**config.mk**
```make
export PLATFORM = sky130hd
export DESIGN_NAME = smt_isqrt
export DESIGN_NICKNAME = d
export VERILOG_FILES = /design/src/rtl/smt_pkg.sv /design/src/rtl/smt_isqrt.sv
export SDC_FILE = /design/constraint.sdc
export NUM_CORES = 1
export LEC_CHECK = 0
export BUFFER_PORTS_ARGS = -buffer_cell sky130_fd_sc_hd__buf_2
export CORE_MARGIN = 4
export CORE_UTILIZATION = 54
export CTS_CLUSTER_SIZE = 10
export DETAILED_ROUTE_END_ITERATION = 6
export HOLD_SLACK_MARGIN = 0.02
export PLACE_DENSITY = 0.77
export SYNTH_ARGS = -nofsm -noshare
export SYNTH_HDL_FRONTEND = slang
export SYNTH_SLANG_ARGS = --single-unit
```
**constraint.sdc**
```tcl
create_clock -name i_clk -period 4.3 [get_ports i_clk]
set_clock_uncertainty 0.05 [all_clocks]
set_input_delay 0.215 -clock i_clk [delete_from_list [all_inputs] [get_ports i_clk]]
set_output_delay 0.215 -clock i_clk [all_outputs]
set_load 0.005 [all_outputs]
```
**src/rtl/smt_pkg.sv**
```systemverilog
// Package with the types, constants and codes shared by the Sobel magnitude block.
package smt_pkg;

    // Line store depth and the widths that follow from it.
    localparam int MAX_WIDTH = 1024;
    localparam int COL_W     = $clog2(MAX_WIDTH);
    localparam int WID_W     = $clog2(MAX_WIDTH + 1);

    // Field and register widths.
    localparam int PIX_W      = 8;
    localparam int THR_W      = 8;
    localparam int FW_W       = 11;
    localparam int FH_W       = 12;
    localparam int ROW_W      = 12;
    localparam int CFG_IDX_W  = 2;
    localparam int CFG_DATA_W = 12;
    localparam int CMP_W      = (WID_W > FW_W) ? WID_W : FW_W;

    // Arithmetic widths: gradients are within +/-1020, squares below 2^20.
    localparam int GRAD_W = 11;
    localparam int SQ_W   = 20;
    localparam int SUM_W  = 21;
    localparam int ROOT_W = 8;
    localparam int RAD_W  = 16;

    // Smallest frame dimension and reset geometry.
    localparam int MIN_DIM        = 3;
    localparam int RESET_WIDTH    = 640;
    localparam int RESET_HEIGHT   = 480;
    localparam int BORDER         = 2;
    localparam int ROOT_STEPS     = 8;
    localparam int STEP_W         = $clog2(ROOT_STEPS);

    // Configuration register indexes.
    typedef enum logic [CFG_IDX_W-1:0] {
        REG_THRESHOLD  = 2'd0,
        REG_ROW_PIXELS = 2'd1,
        REG_ROW_COUNT  = 2'd2
    } t_cfg_reg;

    // Sequencer states of the top level.
    typedef enum logic [2:0] {
        S_IDLE,
        S_CALC,
        S_SQR,
        S_START,
        S_ROOT,
        S_EMIT
    } t_state;

    // Context of the pixel being worked on.
    typedef struct packed {
        logic [PIX_W-1:0] pixel;
        logic [COL_W-1:0] col;
        logic             last;
        logic             emit;
    } t_item;

    // Status returned by the square root unit.
    typedef struct packed {
        logic              busy;
        logic              done;
        logic [ROOT_W-1:0] root;
    } t_root_stat;

endpackage

```
**src/rtl/smt_isqrt.sv**
```systemverilog
// Iterative integer square root, one result bit per cycle, saturated to 255.
module smt_isqrt import smt_pkg::*; (
    input  logic             i_clk,
    input  logic             i_rst_n,
    input  logic             i_start,
    input  logic [SUM_W-1:0] i_value,
    output t_root_stat       o_stat
);

    logic [RAD_W-1:0]  r_op;
    logic [RAD_W-1:0]  r_res;
    logic [RAD_W-1:0]  r_one;
    logic [STEP_W-1:0] r_cnt;
    logic              r_busy;
    logic              r_done;
    logic [RAD_W:0]    w_trial;
    logic              w_fits;

    // One step of the restoring square root: try the next result bit.
    assign w_trial = {1'b0, r_res} + {1'b0, r_one};
    assign w_fits  = {1'b0, r_op} >= w_trial;

    // Control: busy while the root steps run, then a one-cycle done.
    always_ff @(posedge i_clk) begin
        if (!i_rst_n) begin
            r_busy <= 1'b0;
            r_done <= 1'b0;
            r_cnt  <= '0;
        end else begin
            r_done <= 1'b0;
            if (i_start) begin
                r_busy <= 1'b1;
                r_cnt  <= '0;
            end else if (r_busy) begin
                r_cnt <= r_cnt + 1'b1;
                if (r_cnt == STEP_W'(ROOT_STEPS - 1)) begin
                    r_busy <= 1'b0;
                    r_done <= 1'b1;
                end
            end
        end
    end

    // Datapath. Inputs of 2^16 and above use the largest 16-bit value,
    // whose root is 255, which gives the saturation.
    always_ff @(posedge i_clk) begin
        if (i_start) begin
            r_op  <= (i_value[SUM_W-1:RAD_W] != '0) ? '1 : i_value[RAD_W-1:0];
            r_res <= '0;
            r_one <= RAD_W'(1) << (RAD_W - 2);
        end else if (r_busy) begin
            if (w_fits) begin
                r_op  <= r_op - w_trial[RAD_W-1:0];
                r_res <= (r_res >> 1) + r_one;
            end else begin
                r_res <= r_res >> 1;
            end
            r_one <= r_one >> 2;
        end
    end

    assign o_stat.busy = r_busy;
    assign o_stat.done = r_done;
    assign o_stat.root = r_res[ROOT_W-1:0];

    // A new root is started only while the unit is free.
    a_start_free: assert property (@(posedge i_clk) disable iff (!i_rst_n)
        i_start |-> !r_busy)
        else $error("square root started while busy");

    // Done follows the last busy cycle.
    a_done_after_busy: assert property (@(posedge i_clk) disable iff (!i_rst_n)
        r_done |-> $past(r_busy) && !r_busy)
        else $error("square root done without a preceding busy cycle");

    // The result never exceeds eight bits of magnitude.
    a_root_range: assert property (@(posedge i_clk) disable iff (!i_rst_n)
        r_done |-> r_res[RAD_W-1:ROOT_W] == '0)
        else $error("square root result out of range");

endmodule

```
==> flow_metrics.py, run 1 <==
metrics = {
    "global_route": {
        "gr-total-overflow": 0,
        "grt_use_total": 0.215,
        "grt_pass1_vias": 2921,
        "grt_max_degree": 40,
        "grt_first_pass_wirelength_um": 13600,
        "antenna_found_initial": 0,
    },
    "yosys": {
        "synth_edf_count": 16,
        "synth_nets": 468,
        "yosys_register_bits": 45,
        "syn_area_um2": 3590,
        "synth_area_leader_cell": "dfxtp_1",
        "yosysWarnings": 0,
        "synth_cell_type_count": 62,
        "synth_sequential_area_ratio": 0.296,
        "synth_top_area_share": 0.162,
        "synth_ff_type": "dfxtp_1",
        "netlist_top_cells_area": "dfxtp_1 (16%), edfxtp_1 (13%), ha_1 (13%), nor2_1 (6.2%), a21oi_1 (4.9%)",
        "async_flop_share": 0,
        "syn_avg_cell_area_um2": 8.81,
        "synthCells": 407,
    },
    "layout": {
        "layout_commonest_cell": "nor2_1",
        "fin_cells": 506,
        "num_antenna_cells": 0,
        "area_delta_synth_final_pct": 7.08,
        "design_area_um2": 3840,
        "nets": 489,
        "layout_common_cells": "nor2_1 (59), ha_1 (36), a21oi_1 (35)",
        "final_layout_size_suffix_gt1_frac": 0.163,
        "nFillCells": 573,
    },
    "hold_path": {
        "min_path_type": "primary input to flip-flop",
    },
    "die": {
        "dieWidth_um": 89.5,
        "rows": 29,
        "start_util": 0.562,
        "core_um2": 6390,
        "num_io_pins": 34,
        "die_h_um": 89.5,
        "die_area_um2": 8010,
    },
    "setup_path": {
        "cp_max_fo": 12,
        "start_kind": "flip-flop",
        "crit_family": "compound AO/OA/AOI/OAI gates",
        "worstPathArrival_ns": 4.22,
        "cpPeakStageDelay_ns": 0.37,
        "cp_cell_sequence": "ha_1, a31oi_1, o21bai_1, a31oi_1, o21ai_1, a31o_2, xnor2_1, ha_1, nand4_1, nor3_1, a41oi_1, nand4bb_4, and3_2, buf_4, nand3b_1, a311oi_1",
        "worstSetupEndpointType": "flip-flop",
        "crit_required_ns": 4.47,
        "crit_type": "flip-flop to flip-flop",
        "timing.critical_path.buf_inv": 1,
        "slowest_stage": "dfxtp_2",
    },
    "sta": {
        "worst_slew_pin_slew_ns": 0.570,
        "min_period_over_period": 0.942,
        "maxSlewViolCount": 0,
        "slew_headroom": 0.620,
        "finalCriticalPeriod_ns": 4.05,
        "fmax_ghz": 0.247,
        "rsz0062_at_grt": "yes",
        "hold_viol": 0,
        "finalSetupViolCount": 0,
        "hold-worst-slack_ns": 0.0775,
    },
    "route": {
        "wirelength_um": 8060,
        "drtIter0Drc": 183,
        "ant_nets": 0,
        "via_per_inst": 6.05,
        "routedWlPerCell_um": 15.9,
        "first_pass_iters": 4,
        "vias": 3060,
        "drc": 0,
    },
    "placement": {
        "placed_cells": 498,
        "io_buffers": 33,
        "gp_congestion": 0.885,
        "place_hpwl_um": 6130,
        "place_area_um2": 3740,
    },
    "power": {
        "power.leakage_nw": 1.54,
        "p_per_area_nw_per_um2": 514,
        "total_power_mw": 1.97,
        "max-vdd-ir-drop_mv": 0.275,
    },
    "cts": {
        "clock_path_buffers": 2,
        "ctsHoldBuffers": 0,
        "ctsResizeCount": 0,
        "clkTransAtPathRegs_ns": 0.09,
        "cts.sinks": 45,
        "clkLatencyLatePin_ns": 0.30,
        "cts_tree": "done",
        "htree_num_levels": 2,
        "cts_inserted_buffers": 5,
        "root_buffer": "clkbuf_8",
        "post_cts_buffers": 0,
    },
    "flow_run": {
        "drv_cap": 0,
    },
    "status": {
        "status": "complete, no violations",
    },
}
-- power breakdown --
group	leakage, nW	switching, mW	total, mW	internal [mW]
Sequential	0.377	0.0644	0.621	0.556
Combinational	1.12	0.621	1.08	0.457
Clock	0.0489	0.157	0.273	0.116
Total	1.54	0.843	1.97	1.13
-- flip-flops by register name (all words and copies together) (netlist names) --
name	flops
r_busy	1
r_op	16
r_res	16
r_cnt	3
r_one	8
r_done	1
-- cells by family after synthesis --
group / synth area share
AO/OA/AOI/OAI: 0.227
XOR/XNOR: 0.0708
adder cells (fa/ha/maj): 0.131
buffers and inverters: 0.0548
flip-flops: 0.296
multiplexers: 0.0569
AND/OR/NAND/NOR: 0.163
-- metrics by stage --
step           setup WS, ns  TNS (ns)   util
2_1_floorplan        0.0309         0      -
3_3_place_gp          0.217         0  0.586
3_5_place_dp         0.0605         0  0.586
4_1_cts            0.000971         0  0.600
5_1_grt             -0.0748    -0.988  0.601
6_report              0.250         0  0.601
-- final cells by class --
cell class                      instances  area [um2]  area share
Clock buffer                            5        68.8      0.0179
Clock inverter                          3        20.0     0.00521
Inverter                               11        41.3      0.0108
Multi-Input combinational cell        325        2330       0.607
Sequential cell                        45        1060       0.277
Tap cell                               77        96.3      0.0251
Timing Repair Buffer                   40         221      0.0577
-- layer usage --
layer | routed length, um | vias to the layer above | track usage
li1 | - | 1540 | -
met1 | 3680 | 1450 | 0.274
met2 | 3920 | 60 | 0.369
met3 | 360 | 10 | 0.0406
met4 | 99 | 0 | 0.0636
met5 | 0 | - | 0
-- Yosys cell counts, drive strengths merged, types with 5 or more instances --
cell type  count
inv           10
mux2i         17
nor2          59
clkbuf        10
ha            36
a311oi         5
nand3          6
a21oi         36
buf           16
a31oi         10
dfxtp         29
xor2          16
or3            5
o21ai         22
a21o           5
a211oi         7
nand2         24
xnor2         13
nor3           6
edfxtp        16
-- final timing paths --
path | from | endpoint | slack (ns) | depth (start not counted)
worst max-delay path | r_res[2] | r_res[11] | 0.25 | 16
worst max register to register | r_res[2] | r_res[11] | 0.25 | 16
worst min-delay path | i_rst_n | r_busy | 0.08 | 2
worst min register to register | r_cnt[1] | r_cnt[1] | 0.47 | 2
-- worst reg2reg max path, cell delays in order (launching register included) --
cell	delay [ns]
dfxtp_2	0.37
ha_1	0.36
a31oi_1	0.26
o21bai_1	0.15
a31oi_1	0.24
o21ai_1	0.15
a31o_2	0.29
xnor2_1	0.13
ha_1	0.37
nand4_1	0.11
nor3_1	0.21
a41oi_1	0.20
nand4bb_4	0.16
and3_2	0.36
buf_4	0.22
nand3b_1	0.08
a311oi_1	0.25
No activity file was read; power rests on OpenSTA's default activity.
==> run 2, diff against run 1 <==
--- a/config.mk
+++ b/config.mk
@@ -6,12 +6,14 @@
 export NUM_CORES = 1
 export LEC_CHECK = 0
 export BUFFER_PORTS_ARGS = -buffer_cell sky130_fd_sc_hd__buf_2
+export CORE_ASPECT_RATIO = 0.8
 export CORE_MARGIN = 4
 export CORE_UTILIZATION = 54
 export CTS_CLUSTER_SIZE = 10
 export DETAILED_ROUTE_END_ITERATION = 6
 export HOLD_SLACK_MARGIN = 0.02
 export PLACE_DENSITY = 0.77
+export RECOVER_POWER = 25
 export SYNTH_ARGS = -nofsm -noshare
 export SYNTH_HDL_FRONTEND = slang
 export SYNTH_SLANG_ARGS = --single-unit
==> flow_metrics.py, run 2 (synthesis gave the netlist of run 1 again) <==
metrics = {
    "flow_run": {
        "drv_cap": 0,
    },
    "die": {
        "die_area_um2": 8020,
        "dieWidth_um": 99.1,
        "start_util": 0.560,
        "rows": 26,
        "num_io_pins": 34,
        "core_um2": 6410,
        "die_h_um": 80.9,
    },
    "sta": {
        "hold_viol": 0,
        "slew_headroom": 0.445,
        "worst_slew_pin_slew_ns": 0.831,
        "finalCriticalPeriod_ns": 4.11,
        "fmax_ghz": 0.243,
        "maxSlewViolCount": 0,
        "hold-worst-slack_ns": 0.0789,
        "setup_tns_ns": 0,
        "min_period_over_period": 0.956,
        "rsz0062_at_grt": "no",
        "finalSetupViolCount": 0,
    },
    "route": {
        "vias": 3026,
        "drc": 0,
        "first_pass_iters": 4,
        "routedWlPerCell_um": 16.0,
        "via_per_inst": 5.93,
        "wirelength_um": 8150,
        "drtIter0Drc": 164,
        "ant_nets": 0,
    },
    "cts": {
        "post_cts_buffers": 0,
        "clock_path_buffers": 2,
        "clkLatencyLatePin_ns": 0.30,
        "cts_inserted_buffers": 5,
        "clkTransAtPathRegs_ns": 0.09,
        "htree_num_levels": 2,
        "root_buffer": "clkbuf_8",
        "cts.sinks": 45,
        "cts_tree": "done",
        "ctsHoldBuffers": 0,
        "ctsResizeCount": 0,
    },
    "status": {
        "status": "complete, no violations",
    },
    "layout": {
        "multi_input_area_um2": 2360,
        "nets": 487,
        "seq_area_um2": 1060,
        "design_area_um2": 3870,
        "top_regs": "r_op (16), r_res (16), r_one (8)",
        "layout_common_cells": "nor2_1 (59), ha_1 (36), a21oi_1 (35)",
        "final_layout_size_suffix_gt1_frac": 0.155,
        "area_delta_synth_final_pct": 7.89,
        "layout_commonest_cell": "nor2_1",
        "num_antenna_cells": 0,
        "nFillCells": 581,
    },
    "global_route": {
        "gr-total-overflow": 0,
        "grt_max_degree": 40,
        "grt_first_pass_wirelength_um": 13300,
        "grt_use_total": 0.205,
        "grt_pass1_vias": 2855,
        "antenna_found_initial": 0,
    },
    "setup_path": {
        "crit_type": "flip-flop to flip-flop",
        "start_kind": "flip-flop",
        "worstPathArrival_ns": 4.25,
        "worstSetupEndpointType": "flip-flop",
        "crit_required_ns": 4.44,
        "cp_max_fo": 13,
        "reg2reg_depth": 16,
    },
    "placement": {
        "io_buffers": 33,
        "gp_congestion": 0.876,
        "place_hpwl_um": 6000,
        "place_area_um2": 3740,
    },
    "power": {
        "total_power_mw": 2.01,
        "p_per_area_nw_per_um2": 519,
        "max-vdd-ir-drop_mv": 0.192,
        "power.leakage_nw": 1.52,
    },
    "hold_path": {
        "min_path_type": "primary input to flip-flop",
        "whs_path_depth": 2,
    },
}
## run 2: cell types whose count changed in the layout (fill, tap and decap cells not counted), moves of 2 or more
| cell | delta |
|---|---|
| buf_4 | -5 |
| clkbuf_1 | +5 |
| buf_2 | -3 |
| a31oi_2 | +2 |
| a31oi_1 | -2 |
## run 2: critical path, stage by stage (launching register included)
cell       delay (ns)
dfxtp_2          0.36
ha_1             0.38
a31oi_2          0.27
o21bai_1         0.15
a31oi_2          0.28
nor2_1           0.08
nor2_1           0.12
xor2_1           0.28
ha_1             0.36
and4_1           0.27
o2111ai_1        0.13
a21oi_2          0.07
nand4bb_4        0.28
and3_2           0.28
buf_6            0.17
and3_1           0.15
a311o_1          0.31
## run 2: cell type report
cell class | instances | share of cell area
repair buffers | 38 | 0.0514
flip-flops and latches | 45 | 0.275
clock inverters | 1 | 0.00129
well taps | 84 | 0.0272
multi-input cells | 325 | 0.611
clock buffers | 6 | 0.0243
inverters | 11 | 0.0107
## run 2: worst paths after layout
kind,from,to,slack (ns)
worst min-delay path,i_rst_n,r_busy,0.08
worst max-delay path,r_res[2],r_res[2],0.19
worst max register to register,r_res[2],r_res[2],0.19
worst min register to register,r_cnt[2],r_cnt[2],0.46
## run 2: per-stage QoR
stage,cells,util,setup WS [ns]
4_1_cts,510,0.599,0.0283
3_5_place_dp,503,0.583,0.0640
3_3_place_gp,503,0.583,0.239
6_report,510,0.604,0.188
2_1_floorplan,407,-,0.0309
5_1_grt,510,0.604,0.0159
## run 2: power by group
group / switching (mW) / leakage (nW) / total (mW) / internal [mW]
registers: 0.0620 / 0.377 / 0.618 / 0.556
clock network: 0.146 / 0.0522 / 0.292 / 0.146
logic: 0.627 / 1.09 / 1.10 / 0.470
total: 0.835 / 1.52 / 2.01 / 1.17
## run 2: metal layers
metal  global-route usage  vias up  routed length [um]
met5                    0        -                   0
met4               0.0573        0                  85
met3               0.0395       10                 411
met2                0.346       82                3640
met1                0.270     1402                4020
li1                     -     1532                   -
==> run 3, diff against run 2 <==
--- a/config.mk
+++ b/config.mk
@@ -6,7 +6,6 @@
 export NUM_CORES = 1
 export LEC_CHECK = 0
 export BUFFER_PORTS_ARGS = -buffer_cell sky130_fd_sc_hd__buf_2
-export CORE_ASPECT_RATIO = 0.8
 export CORE_MARGIN = 4
 export CORE_UTILIZATION = 54
 export CTS_CLUSTER_SIZE = 10
==> flow_metrics.py, run 3 (synthesis gave the netlist of run 1 again) <==
metrics = {
    "status": {
        "status": "complete, no violations",
    },
    "sta": {
        "finalCriticalPeriod_ns": 4.05,
        "rsz0062_at_grt": "yes",
        "slew_headroom": 0.620,
        "min_period_over_period": 0.942,
        "finalSetupViolCount": 0,
        "worst_slew_pin_slew_ns": 0.570,
        "hold_viol": 0,
        "fmax_ghz": 0.247,
        "maxSlewViolCount": 0,
        "finalWorstSetupSlack_ns": 0.249,
    },
    "layout": {
        "fin_cells": 506,
        "final_layout_size_suffix_gt1_frac": 0.156,
        "area_delta_synth_final_pct": 6.98,
        "layout_commonest_cell": "nor2_1",
        "top_regs": "r_op (16), r_res (16), r_one (8)",
        "nets": 489,
        "num_antenna_cells": 0,
        "layout_common_cells": "nor2_1 (59), ha_1 (36), a21oi_1 (35)",
    },
    "route": {
        "route.top_layer_used": "met4",
        "ant_nets": 0,
        "vias": 3056,
        "routedWlPerCell_um": 15.9,
        "route.met3.wl_um": 335,
        "drc": 0,
        "first_pass_iters": 4,
        "drtIter0Drc": 183,
        "wl_met1_um": 3710,
        "via_per_inst": 6.04,
        "wirelength_um": 8050,
        "dr_wl_met2_um": 3910,
    },
    "flow_run": {
        "drv_cap": 0,
    },
    "die": {
        "rows": 29,
        "dieWidth_um": 89.5,
        "start_util": 0.562,
        "die_h_um": 89.5,
        "core_um2": 6390,
        "die_area_um2": 8010,
        "num_io_pins": 34,
    },
    "global_route": {
        "grt_use_total": 0.215,
        "grt_max_degree": 40,
        "grt_first_pass_wirelength_um": 13600,
        "grt_pass1_vias": 2921,
        "gr-total-overflow": 0,
        "antenna_found_initial": 0,
    },
    "cts": {
        "clkLatencyLatePin_ns": 0.30,
        "ctsResizeCount": 0,
        "htree_num_levels": 2,
        "clock_path_buffers": 2,
        "root_buffer": "clkbuf_8",
        "cts_tree": "done",
        "cts.sinks": 45,
        "clkTransAtPathRegs_ns": 0.09,
        "cts_inserted_buffers": 5,
        "post_cts_buffers": 0,
        "ctsHoldBuffers": 0,
    },
    "setup_path": {
        "crit-reg2reg-launch": "r_res[2]",
        "rr_endpoint": "r_res[11]",
        "start_kind": "flip-flop",
        "cp_max_fo": 12,
        "rrSetupSlack_ns": 0.25,
        "crit_required_ns": 4.47,
        "worstPathArrival_ns": 4.22,
        "crit_type": "flip-flop to flip-flop",
        "worstSetupEndpointType": "flip-flop",
        "reg2reg_depth": 16,
    },
    "placement": {
        "gp_congestion": 0.885,
        "pre_cts_ws_ns": 0.0605,
        "io_buffers": 33,
        "placed_cells": 498,
        "place_hpwl_um": 6130,
    },
    "power": {
        "max-vdd-ir-drop_mv": 0.275,
        "p_per_area_nw_per_um2": 514,
        "power.leakage_nw": 1.53,
    },
    "hold_path": {
        "whs_endpoint": "r_busy",
        "min_from": "i_rst_n",
        "whs_path_depth": 2,
        "min_path_type": "primary input to flip-flop",
    },
}
## run 3: cell types whose count changed in the layout (fill, tap and decap cells not counted), moves of 2 or more
cell      before  now
a31oi_1        8   10
buf_4          1    6
clkbuf_1       5    3
a31oi_2        2    0
## run 3: routing by layer
layer,GRT usage,vias to the layer above
met5,0,-
met4,0.0636,0
met3,0.0406,10
met2,0.369,56
met1,0.274,1452
li1,-,1538
## run 3: through the flow
stage                     area (um2)  power [mW]  setup TNS (ns)  utilization  hold slack, ns
after floorplan                 3590        1.52               0            -           0.287
after global placement          3740        1.66               0        0.586           0.386
after detailed placement        3740        1.69               0        0.586           0.392
after CTS                       3830        1.97               0        0.600          0.0678
after global routing            3840        2.13          -0.988        0.601          0.0706
final                           3840        1.97               0        0.601          0.0805
## run 3: power by group
group	internal (mW)	total, mW	switching [mW]	leakage [nW]
sequential	0.556	0.621	0.0643	0.377
clock	0.116	0.273	0.157	0.0489
combinational	0.456	1.08	0.621	1.11
## run 3: how the worst max path moves through the flow
stage / startpoint / end / slack, ns / cells after the start
2_1_floorplan: r_res[2] / r_op[0] / 0.03 / 15
3_3_place_gp: r_res[2] / r_res[11] / 0.22 / 16
3_5_place_dp: r_res[2] / r_res[11] / 0.06 / 16
4_1_cts: r_res[2] / r_res[11] / 0.001 / 16
5_1_grt: r_res[2] / r_res[3] / -0.07 / 15
6_report: r_res[2] / r_res[11] / 0.25 / 16
## run 3: critical path, stage by stage (launching register included)
cell and delay (ns):
dfxtp_2 0.36, ha_1 0.36, a31oi_1 0.26, o21bai_1 0.15, a31oi_1 0.24, o21ai_1 0.15
a31o_2 0.29, xnor2_1 0.13, ha_1 0.37, nand4_1 0.11, nor3_1 0.21, a41oi_1 0.20
nand4bb_4 0.16, and3_2 0.36, buf_4 0.22, nand3b_1 0.08, a311oi_1 0.25
## run 3: final cells by class
class | count | area, um2
fill | 576 | 2550
multi-input combinational | 325 | 2330
sequential | 45 | 1060
timing repair buffer | 40 | 218
tap | 77 | 96.3
clock buffer | 5 | 68.8
inverter | 11 | 41.3
clock inverter | 3 | 20.0
